`config.mk`:
```
export PLATFORM = sky130hd
export DESIGN_NAME = rrtw_front
export DESIGN_NICKNAME = d
export VERILOG_FILES = /design/src/rtl/core/rrtw_pkg.sv /design/src/rtl/core/rrtw_front.sv
export SDC_FILE = /design/constraint.sdc
export NUM_CORES = 1
export LEC_CHECK = 0
export BUFFER_PORTS_ARGS = -buffer_cell sky130_fd_sc_hd__buf_2
export CORE_MARGIN = 4
export CORE_UTILIZATION = 31
export DETAILED_ROUTE_END_ITERATION = 10
export REMOVE_ABC_BUFFERS = 1
export SLEW_MARGIN = 20
export SYNTH_ARGS = -nofsm -noshare
export SYNTH_HDL_FRONTEND = slang
export SYNTH_SLANG_ARGS = --single-unit
```
`constraint.sdc`:
```
create_clock -name clk -period 8.3 [get_ports clk]
set_input_delay 1.66 -clock clk [delete_from_list [all_inputs] [get_ports clk]]
set_output_delay 1.66 -clock clk [all_outputs]
set_load 0.005 [all_outputs]
```
`src/rtl/core/rrtw_pkg.sv`:
```
// Shared types, constants and the sine table for the rotated-rectangle
// tile-wall collision block. No dependencies.
package rrtw_pkg;

  // Write indexes are 5-bit fields, so at most 32 rows and columns are ever stored.
  localparam int MAX_IDX = 32;

  localparam int CNW   = 19;  // 2*pos + size
  localparam int LW    = 26;  // corner offset, Q9.16
  localparam int TW    = 41;  // offset times sine or cosine
  localparam int BW    = 35;  // center dot axis, before the 2^21 scale
  localparam int KW    = 31;  // s*s + c*c
  localparam int KPW   = 56;  // offset times (s*s + c*c)
  localparam int XW    = 43;  // corner coordinate, Q12.30
  localparam int PW    = 58;  // projection onto a rectangle axis
  localparam int HW    = 28;  // projection bound in whole cells
  localparam int FW    = 14;  // box bound in cells
  localparam int VW    = 22;  // cell projection onto a rectangle axis
  localparam int FRAC  = 30;
  localparam int CSH   = 21;
  localparam int CQ_DEPTH = 2;

  localparam logic signed [PW-1:0] ONE_M1 = PW'((64'sd1 <<< FRAC) - 64'sd1);

  localparam logic signed [15:0] SIN_TAB [91] = '{
        0,   286,   572,   857,  1143,  1428,  1713,  1997,  2280,  2563,
     2845,  3126,  3406,  3686,  3964,  4240,  4516,  4790,  5063,  5334,
     5604,  5872,  6138,  6402,  6664,  6924,  7182,  7438,  7692,  7943,
     8192,  8438,  8682,  8923,  9162,  9397,  9630,  9860, 10087, 10311,
    10531, 10749, 10963, 11174, 11381, 11585, 11786, 11982, 12176, 12365,
    12551, 12733, 12911, 13085, 13255, 13421, 13583, 13741, 13894, 14044,
    14189, 14330, 14466, 14598, 14726, 14849, 14968, 15082, 15191, 15296,
    15396, 15491, 15582, 15668, 15749, 15826, 15897, 15964, 16026, 16083,
    16135, 16182, 16225, 16262, 16294, 16322, 16344, 16362, 16374, 16382,
    16384
  };

  // Sine of a reduced angle (0..359) in Q1.14.
  function automatic logic signed [15:0] sin_q14(input logic [8:0] d);
    logic [8:0] k;
    logic       neg;
    priority if (d <= 9'd90) begin
      k = d;
      neg = 1'b0;
    end else if (d <= 9'd180) begin
      k = 9'd180 - d;
      neg = 1'b0;
    end else if (d <= 9'd270) begin
      k = d - 9'd180;
      neg = 1'b1;
    end else begin
      k = 9'd360 - d;
      neg = 1'b1;
    end
    return neg ? 16'sd0 - SIN_TAB[k[6:0]] : SIN_TAB[k[6:0]];
  endfunction

  typedef struct packed {
    logic                  query;
    logic                  wr_ok;
    logic [4:0]            row;
    logic [4:0]            col;
    logic                  wall;
    logic signed [CNW-1:0] ctrx;
    logic signed [CNW-1:0] ctry;
    logic [15:0]           w;
    logic [15:0]           h;
    logic [8:0]            anc_x;
    logic [8:0]            anc_y;
    logic signed [15:0]    s;
    logic signed [15:0]    c;
  } cmd_t;

  typedef enum logic [3:0] {
    B_IDLE, B_WRD, B_WWR, B_GEO, B_FA, B_FB, B_FC, B_FD, B_ROWRD, B_COLS, B_DONE
  } bstate_t;

  // Multiply steps of the geometry sequencer, in issue order.
  typedef enum logic [4:0] {
    MS_LXL, MS_LXR, MS_LYT, MS_LYB, MS_SS, MS_CC,
    MS_XCL, MS_XCR, MS_YST, MS_YSB, MS_XSL, MS_XSR, MS_YCT, MS_YCB,
    MS_B0A, MS_B0B, MS_B1A, MS_B1B,
    MS_KYT, MS_KYB, MS_KXL, MS_KXR, MS_END
  } mstep_t;

endpackage

```
`src/rtl/core/rrtw_front.sv`:
```
// Front part: accepts requests, classifies them and looks up sine and cosine.
// Depends on rrtw_pkg.
module rrtw_front import rrtw_pkg::*; #(
  parameter int MAP_ROWS = 32,
  parameter int MAP_COLS = 32
) (
  input  logic               clk,
  input  logic               rst,
  input  logic               push,
  output logic               full,
  input  logic               opcode,
  input  logic [4:0]         cell_row,
  input  logic [4:0]         cell_col,
  input  logic               wall_bit,
  input  logic signed [15:0] pos_x,
  input  logic signed [15:0] pos_y,
  input  logic [15:0]        rect_width,
  input  logic [15:0]        rect_height,
  input  logic [8:0]         angle_deg,
  input  logic [8:0]         anchor_x,
  input  logic [8:0]         anchor_y,
  output logic               q_push,
  output cmd_t               q_item,
  input  logic               q_full
);

  logic       f_valid;
  cmd_t       f_cmd;
  cmd_t       cls;
  logic       accept;
  logic [8:0] a_red;
  logic [8:0] a90;

  assign accept = push && !full;
  assign full   = f_valid && q_full;
  assign q_push = f_valid;
  assign q_item = f_cmd;

  always_comb begin
    a_red = (angle_deg >= 9'd360) ? angle_deg - 9'd360 : angle_deg;
    a90   = a_red + 9'd90;
    if (a90 >= 9'd360) begin
      a90 = a90 - 9'd360;
    end
    cls.query = opcode;
    cls.wr_ok = (32'(cell_row) < MAP_ROWS) && (32'(cell_col) < MAP_COLS);
    cls.row   = cell_row;
    cls.col   = cell_col;
    cls.wall  = wall_bit;
    cls.ctrx  = {{2{pos_x[15]}}, pos_x, 1'b0} + {3'b000, rect_width};
    cls.ctry  = {{2{pos_y[15]}}, pos_y, 1'b0} + {3'b000, rect_height};
    cls.w     = rect_width;
    cls.h     = rect_height;
    cls.anc_x = anchor_x;
    cls.anc_y = anchor_y;
    cls.s     = sin_q14(a_red);
    cls.c     = sin_q14(a90);
  end

  always_ff @(posedge clk) begin
    if (rst) begin
      f_valid <= 1'b0;
    end else begin
      f_valid <= accept || (f_valid && q_full);
    end
  end

  always_ff @(posedge clk) begin
    if (accept) begin
      f_cmd <= cls;
    end
  end

endmodule

```
* After elaboration in Yosys (flattened, before gate mapping)
Memories as Yosys holds them, arrays and structs flattened. Index checks and enable logic that the tools add are counted.
Word-level totals: output and inout port bits 135, flip-flop bits (word level) 133, memories 2, logic and storage cells 62, bits in read-only memories 4096, input port bits 107
Memory list:
- (no name shown) | depth 128, bits a word 16, rd ports 1, clocked after Yosys merged registers in 0, write ports 0, line rrtw_pkg.sv:55 | return neg ? 16'sd0 - SIN_TAB[k[6:0]] : SIN_TAB[k[6:0]];
- (no name shown) | depth 128, bits a word 16, rd ports 1, clocked after Yosys merged registers in 0, write ports 0, line rrtw_pkg.sv:55
Cells by class: bitwise gates (word level) 2, magnitude comparators 10, add/sub/neg operators 13, muxes and demuxes 18, reductions and logical operators 4
Operators with widths (count):
- two-way mux 16 bit | 6
- two-way mux 7 bit | 6
- adder 17 x 17 -> 18 bit | 2
- subtractor 1 x 16 -> 16 bit, first input constant | 2
- greater-or-equal comparator 9 bit, second input constant | 2
- <= comparator 9 x 7 -> 1 bit, second input constant | 2
- <= comparator 9 x 8 -> 1 bit, second input constant | 2
- <= comparator 9 bit, second input constant | 2
- two-way mux 9 bit | 2
- subtractor 9 bit, second input constant | 2
- greater-or-equal comparator 8 bit, second input constant | 2
- NOT 7 -> 8 bit | 2
- subtractor 6 x 7 -> 7 bit, first input constant | 2
- subtractor 7 x 6 -> 7 bit, second input constant | 2
- subtractor 7 bit, first input constant | 2
- adder 9 x 7 -> 9 bit, second input constant | 1
- two-way mux 1 bit | 4
- logical AND 1 bit | 2
- logical NOT 1 bit | 1
- logical OR 1 bit | 1

* Logic depth before layout (Yosys ltp)
word-level depth 15, gate-level depth with buffers 34, depth with buffers taken out 30

* Worst setup path after synthesis
OpenSTA, ideal clock, no wires.
kind in2reg, from input angle_deg[3], to register f_cmd, in the netlist q_item[12], data pin, cell stages on the path 34, arrival 8.174 ns, path buffers 4, library setup time 0.262 ns, path slack -0.136 ns, cells stage by stage clkbuf_4 inv_1 ha_1 and3b_1 buf_6 a211oi_4 a21boi_4 ha_1 nand2_1 nand3_1 o21ai_1 o21bai_1 inv_1 ha_1 nand2b_1 o21a_1 a21oi_1 mux2i_1 o211ai_1 nand3_1 mux2i_1 inv_2 clkbuf_1 ha_1 clkbuf_1 mux4_2 and2_0 a2111oi_0 a311oi_1 inv_1 ha_1 nor4b_4 a31oi_2 xnor2_1
RTL lines:
- from (decl) | line rrtw_front.sv:19 | input logic [8:0] angle_deg,
- to (signal assigned) | line rrtw_front.sv:70 | f_cmd <= cls;
- to (decl) | line rrtw_front.sv:28 | cmd_t f_cmd;

==> results.ini <==
[final_layout]
seq_area_um2 = 3860
drive_gt1_frac = 0.270
num-nets-final = 1729
multiInputGateArea_um2 = 6940
fill_cells = 3628
area_growth_pct = 24.5
final_core_util = 0.391

[clocking]
clockBufferDepth = 2
cts_buffers = 17
clk_transition_reported_paths_ns = 0.06
ctsHtreeMaxLevel = 4
clkLatencyLatePin_ns = 0.42
root_buffer = clkbuf_16
cts.sinks = 129
cts_tree = yes

[min_path]
min_to = q_push
hold_start = q_push
hold_class = flip-flop to flip-flop
worstHoldPathCells = 3

[synth]
synthCells = 1295
synth_area_leaders = edfxtp_1 34%, ha_1 7.2%, a21oi_1 4.3%
ys_ff_latch = 129
yosysWarnings = 0
synth.most_common_cell = edfxtp_1
post_synth_num_cell_types = 104
synth_top_flop_cell = edfxtp_1
synth_top_cell_by_area = edfxtp_1
synth-async-reset-ratio = 0
syn_area_per_cell_um2 = 8.85
netlist_top_cells_count = 128 x edfxtp_1, 121 x nand2_1, 103 x nor2_1
ys_seq_area_frac = 0.337
syn-cell-area_um2 = 11500
synth-edff-count = 128
netlist.area_leader.share = 0.335

[routing]
finalWirelength_um = 41500
ant_nets = 0
wire_per_inst_um = 20.4
drc = 0
vias = 11805
dr.pass1.iters = 6
drt_iter0_drc = 1283
viasPerCell = 5.80

[power_and_ir_drop]
power_mw = 3.97
p_int_mw = 2.26
switching_share = 0.432
clkPwrFrac = 0.208
leakagePower_nw = 5.76
sequentialPowerShare = 0.227
peakVddDrop_v = 0.000131
powerDensity_nw_per_um2 = 279
p_comb_frac = 0.566
netSwitchingPower_mw = 1.72

[sta]
skew_ns = 0.0108
finalHoldViolations = 0
fmax_mhz = 128
finalSetupViolations = 0
worst_pin_slew_ns = 1.06
finalMaxSlewViolations = 0
period_minus_slack_ns = 7.82
relSlewSlack = 0.290
period_share = 0.942

[worst_setup_path]
critical_path.startpoint = angle_deg[4]
endpoint_kind = flip-flop
cp.arrival_ns = 7.99
cp_max_fo = 6
slowest_delay_ns = 0.50
r2r-start = q_push
r2r_slack_ns = 5.69
crit_slowest_cell = mux4_2
crit_type = input port to flip-flop
cp-start-kind = input port
worstReg2RegEnd = q_item[2]
r2r_cells = 4
required_ns = 8.47

[global_routing]
grt_max_degree = 77
grt_pass1_vias = 11224
grt_remaining_overflow = 0
globalRouteTotalUtil = 0.196
antenna_found_initial = 5
grt_pass1_wl_um = 64300

[floorplanning]
rows = 70
die_area_um2 = 40100
fp.dieH_um = 200
die_width_um = 200
coreArea_um2 = 36500
ios = 242
start_util = 0.314

[place]
dpl.hpwl_um = 31600
portBuffers = 240
place_congestion = 0.936

[job]
cap_violations = 0

[status]
status = complete, no violations

-- power by group through the flow --
stage	combinational (mW)	sequential (mW)	clock [mW]
finish	2.25	0.901	0.825
floorplan	1.34	0.932	0
CTS	2.20	0.902	0.841
global route	2.44	0.909	0.871
detailed placement	2.19	0.915	0
global placement	2.20	0.912	0
-- state kept, by name, summed over array words and instances (netlist names) --
signal  count
q_item    128
q_push      1
-- cells in the final DEF, fill, tap and decap left out, drive strengths merged, types with 39 or more instances in the layout --
cell,Yosys,routed
edfxtp,128,128
xnor2,49,49
buf,50,335
nor2,104,104
ha,66,66
inv,63,66
o21ai,94,94
a21oi,102,102
nand2,121,121
nand3,39,39
-- worst max path at each step --
stage,endpoint,slack [ns],cells past startpoint
floorplan,q_item[12],-0.46,30
CTS,q_item[12],0.45,32
finish,q_item[10],0.48,32
global placement,q_item[12],0.25,30
global route,q_item[10],-0.04,32
detailed placement,q_item[12],0.01,32
-- critical path: cells and delay by family --
kind / cells / cell delay [ns]
AOI/OAI and AO/OA: 11 / 2.20
xor gates and xnor gates: 1 / 0.14
adders and majority gates: 4 / 0.81
buffers and inverters: 8 / 1.05
muxes: 1 / 0.50
and+or+nand+nor: 7 / 1.60
-- cell families after synthesis --
group | share of synthesized area
simple gates | 0.158
other cells | 0.000327
buf+inv | 0.0611
mux | 0.0213
compound gates | 0.288
fa+ha+maj | 0.0773
flops | 0.337
xor+xnor | 0.0564
-- area by class of cell --
| class | instances | share of cell area |
|---|---|---|
| Clock inverter | 14 | 0.0160 |
| Multi-Input combinational cell | 1007 | 0.487 |
| Timing Repair Buffer | 335 | 0.138 |
| Tap cell | 468 | 0.0410 |
| Inverter | 63 | 0.0168 |
| Clock buffer | 18 | 0.0301 |
| Antenna cell | 2 | 0.000351 |
| Sequential cell | 129 | 0.271 |
-- stage by stage --
stage	area (um2)	worst slack, ns	TNS, ns	hold slack, ns	cells
2_1_floorplan	11000	-0.463	-3.78	0.628	1199
3_5_place_dp	13600	0.0115	0	0.661	2000
4_1_cts	14200	0.453	0	0.674	2032
3_3_place_gp	13600	0.252	0	0.650	2000
5_1_grt	14300	-0.0379	-0.0442	0.697	2036
6_report	14300	0.478	0	0.676	2036
-- layer usage --
metal  part of all wire  track usage
met1               0.40        0.247
met2               0.49        0.336
met3              0.079       0.0401
met4              0.031       0.0666
met5            0.00075            0
-- repair_timing --
item | 4_1_cts | 5_1_grt
gates resized for setup | 0 | 8
buffers inserted | 0 | 2
endpoints found under the setup margin | 0 | 9
hold buffers | 0 | 0
No activity file was read; power rests on OpenSTA's default activity.
