<file path="config.mk">
export PLATFORM = sky130hd
export DESIGN_NAME = rrtw_cmdq
export DESIGN_NICKNAME = d
export VERILOG_FILES = /design/src/rtl/core/rrtw_pkg.sv /design/src/rtl/core/rrtw_cmdq.sv
export SDC_FILE = /design/constraint.sdc
export NUM_CORES = 1
export LEC_CHECK = 0
export BUFFER_PORTS_ARGS = -buffer_cell sky130_fd_sc_hd__buf_2
export CAP_MARGIN = 15
export CORE_MARGIN = 2
export CORE_UTILIZATION = 40
export DETAILED_ROUTE_END_ITERATION = 7
export PLACE_DENSITY = 0.68
export SLEW_MARGIN = 20
export SYNTH_ARGS = -nofsm -noshare
export SYNTH_HDL_FRONTEND = slang
export SYNTH_SLANG_ARGS = --single-unit
</file>
<file path="constraint.sdc">
create_clock -name clk -period 4.4 [get_ports clk]
set_input_delay 0.88 -clock clk [delete_from_list [all_inputs] [get_ports clk]]
set_output_delay 0.88 -clock clk [all_outputs]
set_load 0.05 [all_outputs]
</file>
<file path="src/rtl/core/rrtw_pkg.sv">
// Shared types, constants and the sine table for the rotated-rectangle
// tile-wall collision block. No dependencies.
package rrtw_pkg;

  // Write indexes are 5-bit fields, so at most 32 rows and columns are ever stored.
  localparam int MAX_IDX = 32;

  localparam int CNW   = 19;  // 2*pos + size
  localparam int LW    = 26;  // corner offset, Q9.16
  localparam int TW    = 41;  // offset times sine or cosine
  localparam int BW    = 35;  // center dot axis, before the 2^21 scale
  localparam int KW    = 31;  // s*s + c*c
  localparam int KPW   = 56;  // offset times (s*s + c*c)
  localparam int XW    = 43;  // corner coordinate, Q12.30
  localparam int PW    = 58;  // projection onto a rectangle axis
  localparam int HW    = 28;  // projection bound in whole cells
  localparam int FW    = 14;  // box bound in cells
  localparam int VW    = 22;  // cell projection onto a rectangle axis
  localparam int FRAC  = 30;
  localparam int CSH   = 21;
  localparam int CQ_DEPTH = 2;

  localparam logic signed [PW-1:0] ONE_M1 = PW'((64'sd1 <<< FRAC) - 64'sd1);

  localparam logic signed [15:0] SIN_TAB [91] = '{
        0,   286,   572,   857,  1143,  1428,  1713,  1997,  2280,  2563,
     2845,  3126,  3406,  3686,  3964,  4240,  4516,  4790,  5063,  5334,
     5604,  5872,  6138,  6402,  6664,  6924,  7182,  7438,  7692,  7943,
     8192,  8438,  8682,  8923,  9162,  9397,  9630,  9860, 10087, 10311,
    10531, 10749, 10963, 11174, 11381, 11585, 11786, 11982, 12176, 12365,
    12551, 12733, 12911, 13085, 13255, 13421, 13583, 13741, 13894, 14044,
    14189, 14330, 14466, 14598, 14726, 14849, 14968, 15082, 15191, 15296,
    15396, 15491, 15582, 15668, 15749, 15826, 15897, 15964, 16026, 16083,
    16135, 16182, 16225, 16262, 16294, 16322, 16344, 16362, 16374, 16382,
    16384
  };

  // Sine of a reduced angle (0..359) in Q1.14.
  function automatic logic signed [15:0] sin_q14(input logic [8:0] d);
    logic [8:0] k;
    logic       neg;
    priority if (d <= 9'd90) begin
      k = d;
      neg = 1'b0;
    end else if (d <= 9'd180) begin
      k = 9'd180 - d;
      neg = 1'b0;
    end else if (d <= 9'd270) begin
      k = d - 9'd180;
      neg = 1'b1;
    end else begin
      k = 9'd360 - d;
      neg = 1'b1;
    end
    return neg ? 16'sd0 - SIN_TAB[k[6:0]] : SIN_TAB[k[6:0]];
  endfunction

  typedef struct packed {
    logic                  query;
    logic                  wr_ok;
    logic [4:0]            row;
    logic [4:0]            col;
    logic                  wall;
    logic signed [CNW-1:0] ctrx;
    logic signed [CNW-1:0] ctry;
    logic [15:0]           w;
    logic [15:0]           h;
    logic [8:0]            anc_x;
    logic [8:0]            anc_y;
    logic signed [15:0]    s;
    logic signed [15:0]    c;
  } cmd_t;

  typedef enum logic [3:0] {
    B_IDLE, B_WRD, B_WWR, B_GEO, B_FA, B_FB, B_FC, B_FD, B_ROWRD, B_COLS, B_DONE
  } bstate_t;

  // Multiply steps of the geometry sequencer, in issue order.
  typedef enum logic [4:0] {
    MS_LXL, MS_LXR, MS_LYT, MS_LYB, MS_SS, MS_CC,
    MS_XCL, MS_XCR, MS_YST, MS_YSB, MS_XSL, MS_XSR, MS_YCT, MS_YCB,
    MS_B0A, MS_B0B, MS_B1A, MS_B1B,
    MS_KYT, MS_KYB, MS_KXL, MS_KXR, MS_END
  } mstep_t;

endpackage

</file>
<file path="src/rtl/core/rrtw_cmdq.sv">
// Short request queue between the front and the back part.
// Depends on rrtw_pkg.
module rrtw_cmdq import rrtw_pkg::*; (
  input  logic clk,
  input  logic rst,
  input  logic push,
  input  cmd_t item_in,
  output logic full,
  input  logic pop,
  output cmd_t item_out,
  output logic empty
);

  localparam int AW = $clog2(CQ_DEPTH);

  cmd_t        ents [CQ_DEPTH];
  logic [AW-1:0] wp;
  logic [AW-1:0] rp;
  logic [AW:0]   cnt;
  logic          do_push;
  logic          do_pop;

  assign full     = (cnt == (AW+1)'(CQ_DEPTH));
  assign empty    = (cnt == '0);
  assign do_push  = push && !full;
  assign do_pop   = pop && !empty;
  assign item_out = ents[rp];

  always_ff @(posedge clk) begin
    if (rst) begin
      wp  <= '0;
      rp  <= '0;
      cnt <= '0;
    end else begin
      if (do_push) begin
        wp <= (wp == AW'(CQ_DEPTH - 1)) ? '0 : wp + 1'b1;
      end
      if (do_pop) begin
        rp <= (rp == AW'(CQ_DEPTH - 1)) ? '0 : rp + 1'b1;
      end
      if (do_push && !do_pop) begin
        cnt <= cnt + 1'b1;
      end else if (do_pop && !do_push) begin
        cnt <= cnt - 1'b1;
      end
    end
  end

  always_ff @(posedge clk) begin
    if (do_push) begin
      ents[wp] <= item_in;
    end
  end

endmodule

</file>
; After elaboration in Yosys (flattened, before gate mapping)
; Memories as Yosys holds them, arrays and structs flattened. A register that Yosys moved wholly into a read port is not among the register bits.
; Cells that the tools add are included.
[word_totals]
ff_bits = 4
ram_bits = 266
input_bits = 137
output_inout_bits = 135
word_cells = 27
mem_count = 1
[memory_table]
columns = memory, depth, width, read_ports, rd_ports_with_merged_regs, wr, line
row1 = ents, 2, 133, 1, 1, 1, rrtw_cmdq.sv:16  ; cmd_t ents [CQ_DEPTH];
[op_classes]
addsub = 4
eq_ne = 1
n_mux = 8
n_reduce_logical = 10
[ops]
columns = cell, count
row1 = $mux 1, 6
row2 = $logic_and 1x1->1, 4
row3 = $logic_not 1->1, 4
row4 = $mux 2, 2
row5 = $add 1x1->1 const B, 2
row6 = $add 2x1->2 const B, 1
row7 = $eq 2x2->1 const B, 1
row8 = $logic_not 2->1, 1
row9 = $reduce_bool 2->1, 1
row10 = $sub 2x1->2 const B, 1

; Depth between registers and ports, before layout
; Gate-level depths: netlist of run 1.
[logic_depth]
depth_word = 7
mapped_depth = 6
ltp_nobuf = 6

; Worst setup path before layout of run 1
; Ideal clock, no wire load.
[synth_path]
path_kind = in2reg
startpoint = input push
endpoint = memory ents[1][0] (netlist name) (enable)
setup_time_ns = 0.509
t_arrival_ns = 4.131
t_required_ns = 3.891
slack_ns = -0.239
stages = 3
path_buffers = 0
cell_sequence = inv_1 -> nor2_1 -> and2_1
[synth_between]
elab_chain_len = 3
[synth_rtl]
columns = item, line
row1 = start: declaration, rrtw_cmdq.sv:6  ; input logic push,
row2 = $logic_and 1x1->1, rrtw_cmdq.sv:25  ; assign do_push = push && !full;
row3 = net do_push, rrtw_cmdq.sv:20  ; logic do_push;
row4 = $mux 1, rrtw_cmdq.sv:50  ; if (do_push) begin
row5 = $mux 1 (not written as such), rrtw_cmdq.sv:51  ; ents[wp] <= item_in;
row6 = end: declaration, rrtw_cmdq.sv:16
; The timed path passes the listed nets, and every way through them passes these cells.

==> summary.md, run 1 <==
| Metric | Value |
|---|---|
| Outcome | `finished, final reports clean` |
| Clk_skew | `0.0136 ns` |
| Critical path type | `flop to primary output` |
| Maximum vdd ir drop | `between 400 and 500 uV` |
| Clock sinks | `271` |
| Maxcap violations | `0` |
| Post-synth net total | `577` |
| Final Power | `8.65 mW` |
| Row cnt | `58` |
| Comb power frac | `0.354` |
| Antenna violations before repair | `3` |
| Post-Syn Area | `0.0101 sq mm` |
| Finished Core Util | `0.509` |
| Core area | `about 0.025 sq mm` |
| Die Y | `163 um` |
| Final wirelength | `18400 um` |
| H-Tree Level Count | `1` |
| Area Overhead vs Synth | `25.8%` |
| Flops & latches, synth | `271` |
| P per Cell Area | `681 mW/mm^2` |
| Slowest CP cell | `dfxtp_4` |
| Grt ovf | `0` |
| Critical Path Fanout Max | `66` |
| Seq pwr share | `0.390` |
| Sequential-to-total area share from yosys stat | `0.801` |
| Internal Power | `between 5 and 6 mW` |
| Total track usage | `0.132` |
| Clock transition at path regs | `~0.060 ns` |
| Max Freq | `0.305 GHz` |
| R2R cell count | `4` |
| CP startpoint kind | `flop` |
| Critical Path Stages | `3` |
| Die ar. | `0.0265 sq mm` |
| Final setup violating endpoints | `0` |
| CP arrival | `2.39 ns` |
| Tcrit/Tclk final | `0.744` |
| Initial Utilization | `0.404` |
| Detail Placement HPWL | `approximately 12000 um` |
| WHS Path Cells | `2` |
| CTS Buf Count | `27` |
| Largest net degree at the start of global routing | `71` |
| CTS tree | `built` |
| Switch share | `0.369` |
| Final critical-path required period | `3.27 ns` |
| R2R Path Start | `cnt[0]$_SDFFE_PP0P_` |
| Post-synth cell types | `15` |
| RR Endpoint | `ents[0][69]$_DFFE_PP_` |
| Post-synth top area share | `0.791` |
| Die X | `163 um` |
| Synth Warn # | `0` |
| Register-to-Register Setup Slack | `~2.1 ns` |
| Leak pwr | `4.84 nW` |
| I/O pin count | `272` |
| DRC Markers | `0` |
| Via Count | `4959` |
| Worst path bufs/invs | `2` |
| First-pass GRT wire length | `about 27000 um` |
| Skew-Pair Late Insertion Delay | `0.52 ns` |
| Sw power | `3.19 mW` |
| First drt pass iteration count | `4` |
| Synth top area cells | `edfxtp_1 (79%), mux2_4 (10%), mux2_2 (7.0%), buf_6 (1.0%), dfxtp_1 (0.99%)` |
| Cells along the critical path | `buf_12, mux2_2, buf_2` |
| Min-delay src | `wp$_SDFFE_PP0P_` |
| Yosys top cell by area | `edfxtp_1` |
| First-iteration detailed-routing DRC count | `221` |
| Clk pwr share | `0.255` |
| Layout cells sized above 1 | `0.601` |
| Critical Path RT | `3.52 ns` |
| # resized after CTS | `0` |
| Hold Buf Count CTS | `0` |
| Postcts setup bufs | `0` |
| Syn Area/Cell | `23.0 sq um` |
| Hold WS | `0.520 ns` |
| Final hold vios | `0` |
| End of the worst hold path | `wp$_SDFFE_PP0P_` |
| Port bufs | `271` |
| Critical Path Sink Type | `primary output` |
| Routed len/inst | `between 15 and 20 um` |
| Vias/cell | `4.59` |
| RePlAce Congestion | `0.705` |
| CTS max path bufs | `3` |
| Root Buffer | `clkbuf_16` |
| Hold Crit Class | `flop to flop` |
| Cells after Synth | `439` |
| Fin. max-slew vios | `0` |
| Setup TNS | `0 ns` |
| Worst slew pin tran | `0.782 ns` |
| Top delay family on crit path | `flip-flops` |
| Unrepaired setup endpoints after global routing | `no` |
| Relative slew slack | `0.479` |
| Crit path largest cell delay | `0.74 ns` |
| Final ANT Viol Nets | `0` |
| Final nets | `868` |
| Vias in the first global route | `5097` |
[per-stage QoR]
step	instance area (sq um)	setup WS (ns)	instances
global route	12700	1.03	1080
detailed placement	11800	1.58	1031
floorplan	10100	0.0513	439
global placement	11800	1.58	1031
CTS	12700	1.09	1080
finish	12700	1.13	1081
[synthesized netlist by cell type, drive strengths merged]
master / instances
edfxtp: 266
mux2: 133
buf: 15
dfxtp: 5
nor2: 5
o21ai: 3
xor2: 3
a21oi: 2
inv: 2
or3: 2
and2: 1
ha: 1
nor2b: 1
[state kept, by name, indices dropped and copies added, names as in the netlist, named ones only]
signal / cells
rp: 1
ents: 266
wp: 1
cnt: 2
[layout make-up]
type	instances	area, sq um
Antenna cell	1	2.50
Clock buffer	31	691
Clock inverter	18	168
Fill cell	2110	12300
Inverter	2	12.5
Multi-Input combinational cell	151	1870
Sequential cell	271	8090
Tap cell	330	413
Timing Repair Buffer	277	1450
[power groups by stage]
stage               Sequential (mW)  Clock (mW)  Combinational [mW]
floorplan                      3.39           0                2.54
global placement               3.42           0                3.09
detailed placement             3.44           0                3.09
CTS                            3.38        2.27                3.10
global route                   3.41        2.36                3.21
finish                         3.38        2.21                3.06
[worst reg2reg max path: cells and delay by family, from the launching register on]
kind | cells | cell delay (ns)
and+or+nand+nor | 2 | 0.48
buffers and inverters | 2 | 1.00
DFF | 1 | 0.43
[layout by cell type, fill, tap and decap left out]
cell and n:
nor2_1 5, xor2_1 3, clkinvlp_4 2, dfxtp_1 4, diode_2 1, o21ai_0 3
inv_6 2, edfxtp_1 266, mux2_4 70, buf_4 2, a21oi_1 2, inv_1 1
or3_1 2, bufinv_16 3, clkbuf_1 4, clkinv_1 8, mux2_2 63, dfxtp_4 1
buf_2 271, and2_4 1, clkinv_2 3, buf_12 4, clkbuf_16 27, ha_1 1
nor2b_2 1, clkinv_4 1
[kinds of logic after synthesis]
family	synth area share
simple gates	0.00459
mux	0.174
xor+xnor	0.00260
flops	0.801
fa+ha+maj	0.00124
buf+inv	0.0138
compound gates	0.00248
[layer usage]
metal	vias to the layer above	share of wire	track usage
li1	2330	-	-
met1	2395	0.41	0.164
met2	196	0.47	0.217
met3	34	0.094	0.0481
met4	4	0.021	0.0390
met5	-	0.0013	0
[how the worst max path moves through the flow]
stage	startpoint	endpoint	slack, ns
final	flop	item_out[33]	1.13
after CTS	flop	item_out[37]	1.09
after global routing	flop	item_out[33]	1.03
after detailed placement	push	ents[0][0]$_DFFE_PP_	1.58
after global placement	push	ents[0][0]$_DFFE_PP_	1.58
after floorplan	push	ents[0][0]$_DFFE_PP_	0.05
Power figures use the tool's default switching activity.
==> run 2, diff against run 1 <==
==> constraint.sdc (replaced) <==
create_clock -name clk -period 2.9 [get_ports clk]
set_input_delay 0.58 -clock clk [delete_from_list [all_inputs] [get_ports clk]]
set_output_delay 0.58 -clock clk [all_outputs]
set_load 0.05 [all_outputs]
==> run 2 against run 1 <==
Compared with the run above: sequential share of layout area is 1.2 points lower; utilization is 0.97 points higher; critical path depth stayed put; worst setup slack lost 0.84 ns; hold slack worse by 0.29 ns; sequential power grew 51%; first-iteration DRC count increased by 11%; critical endpoint is now item_out[10]; largest cell class unchanged; largest power group unchanged; highest routed layer is now met4.
==> summary.md, run 2 (synthesis gave the netlist of run 1 again) <==
| Metric | Value |
|---|---|
| Min-delay src | `item_in[0]` |
| Clk_skew | `0.00796 ns` |
| Vias/cell | `4.59` |
| Postcts setup bufs | `0` |
| Largest net degree at the start of global routing | `76` |
| Commonest non-fill, non-tap cells in the layout | `buf_2 (271), edfxtp_1 (266), mux2_4 (70)` |
| R2R cell count | `4` |
| Routed len/inst | `17.0 um` |
| Fin. max-slew vios | `0` |
| End of the worst hold path | `ents[0][0]$_DFFE_PP_` |
| Final nets | `just under 900` |
| Crit path largest cell delay | `about 0.66 ns` |
| DRC Markers | `0` |
| Die X | `~160 um` |
| P per Cell Area | `1030 mW/mm^2` |
| CTS Buf Count | `28` |
| CTS max path bufs | `3` |
| Met2 wire len | `9050 um` |
| Cells along the critical path | `buf_12, mux2_2, buf_2` |
| Hold Crit Class | `input pin to flop` |
| Clock sinks | `around 270` |
| Most common cell after layout, fill and taps aside | `buf_2` |
| Unrepaired setup endpoints after global routing | `no` |
| First drt pass iteration count | `4` |
| Critical Path Fanout Max | `27` |
| Critical path type | `flop to primary output` |
| Met3 WL | `approximately 1600 um` |
| Core area | `0.0250 sq mm` |
| Worst slew pin tran | `around 0.57 ns` |
| Maxcap violations | `0` |
| Final Power | `13.4 mW` |
| CP arrival | `2.03 ns` |
| Total track usage | `0.134` |
| Leak pwr | `4.96 nW` |
| Max Freq | `around 0.38 GHz` |
| Hold Buf Count CTS | `0` |
| Clock transition at path regs | `0.06 ns` |
| Via Count | `around 5.0k` |
| Slowest CP cell | `dfxtp_4` |
| Final critical-path required period | `2.61 ns` |
| Critical Path Sink Type | `primary output` |
| WHS Path Cells | `1` |
| Skew-Pair Late Insertion Delay | `between 0.5 and 0.6 ns` |
| Die ar. | `0.0265 sq mm` |
| Largest regs | `ents: 266 flops, cnt: 2 flops` |
| Critical Path RT | `about 2.3 ns` |
| H-Tree Level Count | `1` |
| Hold WS | `0.234 ns` |
| I/O pin count | `272` |
| Relative slew slack | `0.617` |
| Final setup violating endpoints | `0` |
| Grt ovf | `0` |
| # resized after CTS | `0` |
| Final hold vios | `0` |
| First-iteration detailed-routing DRC count | `246` |
| Initial Utilization | `0.404` |
| Vias in the first global route | `5227` |
| Row cnt | `58` |
| RR Endpoint | `ents[0][109]$_DFFE_PP_` |
| Register-to-Register Setup Slack | `1.12 ns` |
| Maximum vdd ir drop | `697 uV` |
| First-pass GRT wire length | `~28000 um` |
| Fillcell total | `between 2k and 2.5k` |
| Final ANT Viol Nets | `0` |
| Antenna violations before repair | `1` |
| RePlAce Congestion | `0.755` |
| Final wirelength | `approximately 19000 um` |
| Outcome | `finished, final reports clean` |
| Largest register by flop count | `ents` |
| Area Overhead vs Synth | `28.2%` |
| Placed cell area | `0.0120 sq mm` |
| CP startpoint kind | `flop` |
| Cell area after layout | `0.0129 sq mm` |
| CTS tree | `built` |
| R2R Path Start | `cnt[1]$_SDFFE_PP0P_` |
| Top Metal Used | `met4` |
| Port bufs | `271` |
| Layout cells sized above 1 | `0.612` |
| Detail Placement HPWL | `12600 um` |
| Max reg flops | `266` |
| M1 WL | `7460 um` |
| Die Y | `163 um` |
| Root Buffer | `clkbuf_16` |
| Tcrit/Tclk final | `0.901` |
## run 2: how the worst max path moves through the flow
stage	endpoint	slack (ns)	cells past startpoint
floorplan	ents[0][0]$_DFFE_PP_	-0.33	3
global placement	item_out[19]	0.80	3
detailed placement	item_out[111]	0.78	3
CTS	item_out[111]	0.20	3
global route	item_out[15]	0.17	3
finish	item_out[10]	0.29	3
## run 2: power by group
part | internal [mW] | switching [mW] | leakage (nW)
registers | 4.92 | 0.188 | 2.53
logic | 1.52 | 3.30 | 1.99
clock network | 2.08 | 1.39 | 0.435
total | 8.52 | 4.87 | 4.96
## run 2: layer usage
metal,global-route usage,vias to the layer above
met5,0,-
met3,0.0438,33
met2,0.228,193
met1,0.162,2438
met4,0.0398,0
li1,-,2371
## run 2: layout make-up
cell class	count	area [sq um]	area share
antenna	1	2.50	0.000193
clock buffer	34	744	0.0575
clock inverter	16	151	0.0117
inverter	2	11.3	0.000870
multi-input combinational	151	1880	0.145
sequential	271	8090	0.625
tap	330	413	0.0319
timing repair buffer	291	1640	0.127
## run 2: per-stage QoR
stage	cells	TNS [ns]	utilization	setup slack, ns
3_3_place_gp	1045	0	0.483	0.796
6_report	1096	0	0.518	0.287
3_5_place_dp	1045	0	0.483	0.782
4_1_cts	1095	0	0.518	0.198
5_1_grt	1095	0	0.518	0.167
2_1_floorplan	439	-44.53	-	-0.335
## run 2: critical path: cells and delay by family, from the launching register on
family	cells	cell delay, ns
DFF	1	0.66
buffers and inverters	2	0.46
muxes	1	0.36
==> run 3, diff against run 2 <==
--- a/config.mk
+++ b/config.mk
@@ -8,9 +8,9 @@
 export BUFFER_PORTS_ARGS = -buffer_cell sky130_fd_sc_hd__buf_2
 export CAP_MARGIN = 15
 export CORE_MARGIN = 2
-export CORE_UTILIZATION = 40
+export CORE_UTILIZATION = 47
 export DETAILED_ROUTE_END_ITERATION = 7
-export PLACE_DENSITY = 0.68
+export PLACE_DENSITY = 0.77
 export SLEW_MARGIN = 20
 export SYNTH_ARGS = -nofsm -noshare
 export SYNTH_HDL_FRONTEND = slang
==> run 3 against run 2 <==
Compared with the run above: maximum frequency decreased by 3.2%; via count increased by 0.40%; design area decreased by 2.2%; global-route usage increased by 2.2 points; first-iteration DRC count decreased by 9.3%; utilization increased by 8.4 points; hold slack improved by 0.017 ns; critical endpoint is now item_out[37].
==> summary.md, run 3 (synthesis gave the netlist of run 1 again) <==
| Metric | Value |
|---|---|
| Row cnt | `53` |
| P per Cell Area | `around 1000 mW/mm^2` |
| Layout cells sized above 1 | `0.602` |
| Final Power | `13.0 mW` |
| First drt pass iteration count | `4` |
| FF+latch area | `0.00809 sq mm` |
| CTS Buf Count | `27` |
| Unrepaired setup endpoints after global routing | `no` |
| Root Buffer | `clkbuf_16` |
| Clk_skew | `0.0117 ns` |
| Hold Crit Class | `input pin to flop` |
| CTS max path bufs | `3` |
| Slowest CP cell | `dfxtp_4` |
| CP startpoint kind | `flop` |
| Finished Core Util | `0.602` |
| Critical Path Sink Type | `primary output` |
| Die ar. | `between 0.02 and 0.025 sq mm` |
| Grt ovf | `0` |
| Vias in the first global route | `5263` |
| Total track usage | `0.156` |
| Critical Path Fanout Max | `28` |
| Final hold vios | `0` |
| Top delay family on crit path | `flip-flops` |
| Final wirelength | `18700 um` |
| Largest register by flop count | `ents` |
| Routed len/inst | `18.1 um` |
| Max reg flops | `266` |
| I/O pin count | `roughly 270` |
| Clock transition at path regs | `approximately 0.06 ns` |
| Leak pwr | `4.85 nW` |
| Hold Buf Count CTS | `0` |
| Skew-Pair Late Insertion Delay | `0.52 ns` |
| Die Y | `151 um` |
| Cells along the critical path | `buf_4, mux2_2, buf_2` |
| Final setup violating endpoints | `0` |
| Vias/cell | `4.91` |
| Setup TNS | `0 ns` |
| Outcome | `finished, final reports clean` |
| First-iteration detailed-routing DRC count | `223` |
| Core area | `0.0210 sq mm` |
| Commonest non-fill, non-tap cells in the layout | `buf_2 (271), edfxtp_1 (266), mux2_4 (70)` |
| Worst path bufs/invs | `2` |
| Clock sinks | `271` |
| RePlAce Congestion | `0.725` |
| CTS tree | `built` |
| Worst slew pin tran | `0.565 ns` |
| Largest regs | `ents: 266 flops, cnt: 2 flops` |
| Most common cell after layout, fill and taps aside | `buf_2` |
| Critical path type | `flop to primary output` |
| Relative slew slack | `0.624` |
| Largest net degree at the start of global routing | `70` |
| Die X | `151 um` |
| Min-delay src | `item_in[125]` |
| Initial Utilization | `0.480` |
| Area Overhead vs Synth | `25.4%` |
| H-Tree Level Count | `1` |
| DRC Markers | `0` |
| Hold WS | `around 0.25 ns` |
| Crit path largest cell delay | `0.71 ns` |
| Fin. max-slew vios | `0` |
| Port bufs | `271` |
| First-pass GRT wire length | `27400 um` |
| Final ANT Viol Nets | `0` |
| Postcts setup bufs | `0` |
| Detail Placement HPWL | `12600 um` |
| # resized after CTS | `0` |
| R2R Path Start | `cnt[1]$_SDFFE_PP0P_` |
| Area of the multi-input gates | `0.00188 sq mm` |
| Maxcap violations | `0` |
| CP arrival | `between 2 and 2.5 ns` |
| Tcrit/Tclk final | `0.931` |
| Final nets | `873` |
| Fillcell total | `1519` |
| Max Freq | `between 0.3 and 0.4 GHz` |
| Antenna violations before repair | `1` |
| Final critical-path required period | `2.70 ns` |
| Maximum vdd ir drop | `731 uV` |
| Critical Path RT | `2.32 ns` |
| Via Count | `5055` |
run 3: cell count changes in the layout (fill, tap and decap cells not counted):
| cell | before | now |
|---|---|---|
| clkbuf_16 | 29 | 27 |
| inv_6 | 1 | 0 |
| clkinvlp_4 | 2 | 1 |
| buf_4 | 9 | 3 |
| clkbuf_1 | 5 | 7 |
| clkinv_1 | 8 | 9 |
| buf_12 | 11 | 8 |
| clkinv_2 | 3 | 4 |
| bufinv_16 | 3 | 1 |
run 3: path summary, 6_finish.rpt:
kind                                  to  cells after the start  slack [ns]
setup / recovery            item_out[37]                      3        0.20
hold / removal    ents[0][125]$_DFFE_PP_                      1        0.25
setup reg to reg   ents[0][90]$_DFFE_PP_                      4        1.16
hold reg to reg      cnt[1]$_SDFFE_PP0P_                      2        0.50
run 3: report_power, final:
part	internal, mW	switching [mW]	total [mW]
registers	4.92	0.206	5.13
clock network	1.78	1.32	3.10
logic	1.47	3.27	4.74
run 3: worst register-to-register path, cell delays in order (launching register included):
cell	delay, ns
dfxtp_2	0.33
nor2b_4	0.14
or3_4	0.38
clkinvlp_4	0.12
buf_12	0.29
run 3: routing by layer:
| metal | GRT usage | part of all wire | wire length, um |
|---|---|---|---|
| met1 | 0.183 | 0.38 | 7120 |
| met2 | 0.271 | 0.50 | 9390 |
| met3 | 0.0458 | 0.087 | 1620 |
| met4 | 0.0575 | 0.028 | 530 |
| met5 | 0 | 0 | 0 |
run 3: area by class of cell:
| class | count | area share |
|---|---|---|
| diodes | 1 | 0.000198 |
| multi-input cells | 151 | 0.149 |
| repair buffers | 282 | 0.122 |
| clock inverters | 14 | 0.00662 |
| inverters | 2 | 0.000890 |
| flip-flops and latches | 271 | 0.639 |
| well taps | 275 | 0.0272 |
| clock buffers | 34 | 0.0554 |
run 3: per-stage QoR:
stage                     std cells  cell area (sq um)  worst slack, ns
after global routing           1030              12700           0.0649
after floorplan                 439              10100           -0.335
after CTS                      1029              12700            0.126
after global placement          981              11900            0.733
final                          1030              12700            0.201
after detailed placement        981              11900            0.701
